**src/hdl/crc8cfc_pkg.sv**
```systemverilog
// Package for the CRC-8 command frame checker.
// Holds the transfer payload types, status codes, frame constants and the CRC-8 byte update.
// No dependencies.
`timescale 1ns / 1ps

package crc8cfc_pkg;

    localparam int MAX_FRAME = 20;
    localparam int HDR_LEN   = 6;
    localparam int CNT_W     = 9;
    localparam int CFG_IDX_W = 1;
    localparam int CFG_W     = 8;

    localparam logic [CNT_W-1:0] COUNT_MAX   = 9'd511;
    localparam logic [CNT_W-1:0] HDR_LEN_C   = CNT_W'(HDR_LEN);
    localparam logic [CNT_W-1:0] MIN_FRAME_C = CNT_W'(HDR_LEN + 1);
    localparam logic [CNT_W-1:0] MAX_FRAME_C = CNT_W'(MAX_FRAME);
    localparam logic [CNT_W-1:0] MAX_PL_C    = CNT_W'(MAX_FRAME - HDR_LEN - 1);

    localparam logic [7:0] CRC_POLY = 8'h07;
    localparam logic [7:0] CRC_MSB  = 8'h80;
    localparam logic [7:0] ACK_FLAG = 8'h01;

    localparam logic [CFG_IDX_W-1:0] REG_MAGIC   = 1'b0;
    localparam logic [CFG_IDX_W-1:0] REG_VERSION = 1'b1;

    typedef enum logic [2:0] {
        ST_OK          = 3'd0,
        ST_BAD_FRAME   = 3'd1,
        ST_BAD_VERSION = 3'd2,
        ST_BAD_LENGTH  = 3'd3,
        ST_BAD_CRC     = 3'd4
    } status_t;

    typedef struct packed {
        logic [7:0] rx_byte;
        logic       frame_end;
    } in_t;

    typedef struct packed {
        status_t    status;
        logic [7:0] seq_number;
        logic [7:0] command_code;
        logic [7:0] flag_bits;
        logic [3:0] payload_length;
        logic       send_response;
    } out_t;

    // Everything the end-of-frame checks look at, as seen after the last byte.
    typedef struct packed {
        logic [CNT_W-1:0] byte_total;
        logic [7:0]       hdr_magic;
        logic [7:0]       hdr_version;
        logic [7:0]       hdr_seq;
        logic [7:0]       hdr_opcode;
        logic [7:0]       hdr_flags;
        logic [7:0]       hdr_length;
        logic [7:0]       crc_calc;
        logic [7:0]       crc_rx;
        logic [7:0]       magic;
        logic [7:0]       version;
    } eval_t;

    // Bitwise CRC-8, MSB first, no reflection and no final XOR.
    function automatic logic [7:0] crc8_byte(input logic [7:0] crc, input logic [7:0] b);
        logic [7:0] c;
        c = crc ^ b;
        for (int k = 0; k < 8; k++) begin
            if ((c & CRC_MSB) != 8'h00) begin
                c = (c << 1) ^ CRC_POLY;
            end else begin
                c = c << 1;
            end
        end
        return c;
    endfunction

endpackage

```
**src/hdl/crc8cfc_status.sv**
```systemverilog
// End-of-frame checks of the CRC-8 command frame checker.
// Turns the collected header, length and CRC values into one result; uses crc8cfc_pkg.
`timescale 1ns / 1ps

module crc8cfc_status
    import crc8cfc_pkg::*;
(
    input  eval_t ev,
    output out_t  result
);

    logic [CNT_W-1:0] pl_ext;
    logic [CNT_W-1:0] full_len;
    status_t          status;

    assign pl_ext   = CNT_W'(ev.hdr_length);
    assign full_len = MIN_FRAME_C + pl_ext;

    always_comb begin
        if (ev.byte_total < MIN_FRAME_C || ev.byte_total > MAX_FRAME_C) begin
            status = ST_BAD_FRAME;
        end else if (ev.hdr_magic != ev.magic) begin
            status = ST_BAD_FRAME;
        end else if (ev.hdr_version != ev.version) begin
            status = ST_BAD_VERSION;
        end else if (pl_ext > MAX_PL_C) begin
            status = ST_BAD_LENGTH;
        end else if (ev.byte_total != full_len && ev.byte_total != MAX_FRAME_C) begin
            status = ST_BAD_LENGTH;
        end else if (ev.crc_calc != ev.crc_rx) begin
            status = ST_BAD_CRC;
        end else begin
            status = ST_OK;
        end
    end

    always_comb begin
        result.status = status;
        if (status == ST_OK) begin
            result.seq_number     = ev.hdr_seq;
            result.command_code   = ev.hdr_opcode;
            result.flag_bits      = ev.hdr_flags;
            result.payload_length = ev.hdr_length[3:0];
            result.send_response  = (ev.hdr_flags & ACK_FLAG) != 8'h00;
        end else begin
            result.seq_number     = 8'h00;
            result.command_code   = 8'h00;
            result.flag_bits      = 8'h00;
            result.payload_length = 4'h0;
            result.send_response  = 1'b1;
        end
    end

endmodule

```
**config.mk**
```make
export PLATFORM = sky130hd
export DESIGN_NAME = crc8cfc_status
export DESIGN_NICKNAME = d
export VERILOG_FILES = /design/src/hdl/crc8cfc_pkg.sv /design/src/hdl/crc8cfc_status.sv
export SDC_FILE = /design/constraint.sdc
export NUM_CORES = 1
export LEC_CHECK = 0
export BUFFER_PORTS_ARGS = -buffer_cell sky130_fd_sc_hd__clkbuf_2
export CORE_AREA = 2 2 56 58
export DETAILED_ROUTE_END_ITERATION = 6
export DIE_AREA = 0 0 58 60
export PLACE_DENSITY = 0.95
export SLEW_MARGIN = 20
export SYNTH_ARGS = -nofsm -noshare
export SYNTH_HDL_FRONTEND = slang
export SYNTH_SLANG_ARGS = --single-unit
export TNS_END_PERCENT = 100
```
**constraint.sdc**
```tcl
create_clock -name vclk -period 3
set_input_delay 0.15 -clock vclk [all_inputs]
set_output_delay 0.15 -clock vclk [all_outputs]
set_load 0.05 [all_outputs]
```
==> key figures <==
Layout
  – Sequential cells: 0
  – Nets: 340
  – Post-route cell area: 1674 um^2
  – Post-Layout Cell Count: 280
  – Share of cells above drive strength 1: a little under three fifths
  – CLK BUF: 0
  – # diodes: 0
  – Layout area overhead: 57.78%
  – Sequential cell area: 0 um^2

Critical path
  – Critical path endpoint category: output pin
  – Arrival time worst endpoint: ~2.7 ns
  – Crit Path Class: primary input to output pin
  – CP Launch Type: primary input
  – Crit path max fanout: 30
  – Worst path required time: roughly 2.9 ns

Route
  – First-pass DRT Iterations: 4
  – Routed len/inst: 12.35 um
  – Routed vias: 1471
  – Post-route ant nets: 0
  – Final Routed Wirelength: roughly 3.5 mm
  – Via density: 5.254
  – DRT iter0 DRCs: 130
  – DRC Markers: 0

Clock tree
  – Post-CTS resize count: 0
  – Hold Buf Count CTS: 0
  – Postcts setup bufs: 0

Timing
  – Headroom to the max-slew limit: 69.40%
  – Actual slew at the worst max-slew pin: 0.4548 ns
  – Max-slew violation count: 0
  – Tcrit/Tclk final: 93.63%
  – Period minus WS final: 2.809 ns
  – Unrepaired setup endpoints after global routing: no
  – Final hold vios: 0
  – Fmax achieved: 356.0 MHz
  – WHS: 0.7256 ns
  – Slack of the critical path: about 0.19 ns
  – Setup TNS: 0 ns
  – Endpoints failing setup: 0

Floorplanning
  – Total core area: between 2000 and 3000 um^2
  – Die Y: roughly 60 um
  – Row count: 20
  – Die W: approximately 58 um
  – Ports: around 120
  – DIE AREA: between 3000 and 4000 um^2
  – Starting Density: a little over a third

Yosys
  – Synth Area in XOR/XNOR: between 20% and 30%
  – Cell variety after synth: between 40 and 50
  – Mux cell area share after synthesis: 0%
  – Syn nets: 226
  – Mean Syn Cell Area: just under 8 um^2
  – Yosys warns: 0
  – Mapped Area: roughly 1100 um^2
  – Post-synthesis simple-gate area fraction: approximately 46%
  – Compound-Gate Fraction of Synth Area: ~16%
  – Synth Instances: between 100 and 150
  – Synth Area in Adders: 2.358%
  – Largest family of logic cells by synthesized area: simple AND/OR/NAND/NOR gates
  – Post-synthesis sequential area ratio: 0%

Worst hold path
  – Hold path cells: 3
  – Worst hold path class: primary input to output pin
  – Hold path startpoint: ev[52]
  – Hold EP: result[17]

Placed design
  – Cell count after placement: 280
  – Port Buffers: about 120
  – Routability cong.: approximately 0.96
  – Pre-CTS setup slack: roughly 0.27 ns
  – HPWL Detailed: between 3 and 4 mm
  – Placed cell area: roughly 1700 um^2

Global route
  – Vias in the first global route: 1363
  – Grt ovf: 0
  – Global-route wire length before repair: about 5.4 mm
  – Initial antenna violation count: 0
  – Largest net degree at the start of global routing: 31
  – Overall Global Routing Usage: 18.52%

Power and ir drop
  – Leakage: between 0.7 and 0.8 nW
  – Pwr/cell area: roughly 94 nW/um^2
  – IR drop worst, VDD: around 0.066 mV

Run status
  – Status: complete, no violations

Job
  – Max_cap viols: 0
## through the flow
step	power, mW	utilization [%]
after global routing	0.1731	57.67
final	0.1571	57.67
after floorplan	0.07610	-
after CTS	0.1573	57.67
after global placement	0.1525	57.67
after detailed placement	0.1566	57.67
## critical path: stages
cell	delay [ns]
clkbuf_2	0.23
inv_1	0.11
ha_1	0.30
nor2b_4	0.17
xnor2_1	0.14
o41ai_1	0.37
a2bb2o_1	0.24
a31oi_2	0.13
buf_12	0.21
nor3b_1	0.26
clkbuf_2	0.33
## how the worst max path moves through the flow
stage,cells past startpoint,endpoint,from
2_1_floorplan,10,result[10],ev[32]
3_3_place_gp,11,result[0],ev[32]
3_5_place_dp,11,result[0],ev[32]
4_1_cts,11,result[0],ev[32]
5_1_grt,11,result[14],ev[32]
6_report,11,result[14],ev[32]
## cell usage in the layout, fill, tap and decap left out, types with 2 or more instances in the layout
cell type	instances
a21oi_1	3
clkbuf_2	121
ha_1	2
inv_1	4
nand2_1	5
nand4_1	5
nor2_1	3
nor3_1	2
nor3_2	2
nor3b_1	18
nor3b_2	8
nor4_1	7
nor4b_1	2
o2111ai_1	2
o21ai_0	4
xnor2_1	15
xor2_1	20
## cell type report
cell class	instances	area, um^2
multi-input combinational	121	992.2
timing repair buffer	122	625.6
fill	292	1229
inverter	4	15.01
tap	33	41.29
## kinds of logic after synthesis
group                    Yosys count
AND/OR/NAND/NOR                   62
XOR/XNOR                          35
AO/OA/AOI/OAI                     22
buffers and inverters             14
adder cells (fa/ha/maj)            2
## report_power, final
| group | switching, mW | total (mW) | internal (mW) |
|---|---|---|---|
| clock | 0 | 0 | 0 |
| sequential | 0 | 0 | 0 |
| combinational | 0.0712 | 0.157 | 0.0859 |
| total | 0.0712 | 0.157 | 0.0859 |
## Yosys cell counts (3+ instances only)
| cell | n | area [um^2] |
|---|---|---|
| a21oi_1 | 3 | 15.01 |
| buf_2 | 6 | 30.03 |
| inv_1 | 4 | 15.01 |
| nand2_1 | 5 | 18.77 |
| nand4_1 | 5 | 31.28 |
| nor2_1 | 3 | 11.26 |
| nor3b_1 | 18 | 135.1 |
| nor3b_2 | 8 | 100.1 |
| nor4_1 | 7 | 43.79 |
| o21ai_0 | 4 | 20.02 |
| xnor2_1 | 15 | 131.4 |
| xor2_1 | 20 | 175.2 |
## metal layers
metal	global-route usage [%]	up-vias	share of wire, %
met4	0.6645	0	0.64
met3	0.4329	6	8.3
met2	38.80	84	54
met5	0	-	0
li1	-	736	-
met1	21.62	645	37
(Power assumes the default switching activity.)
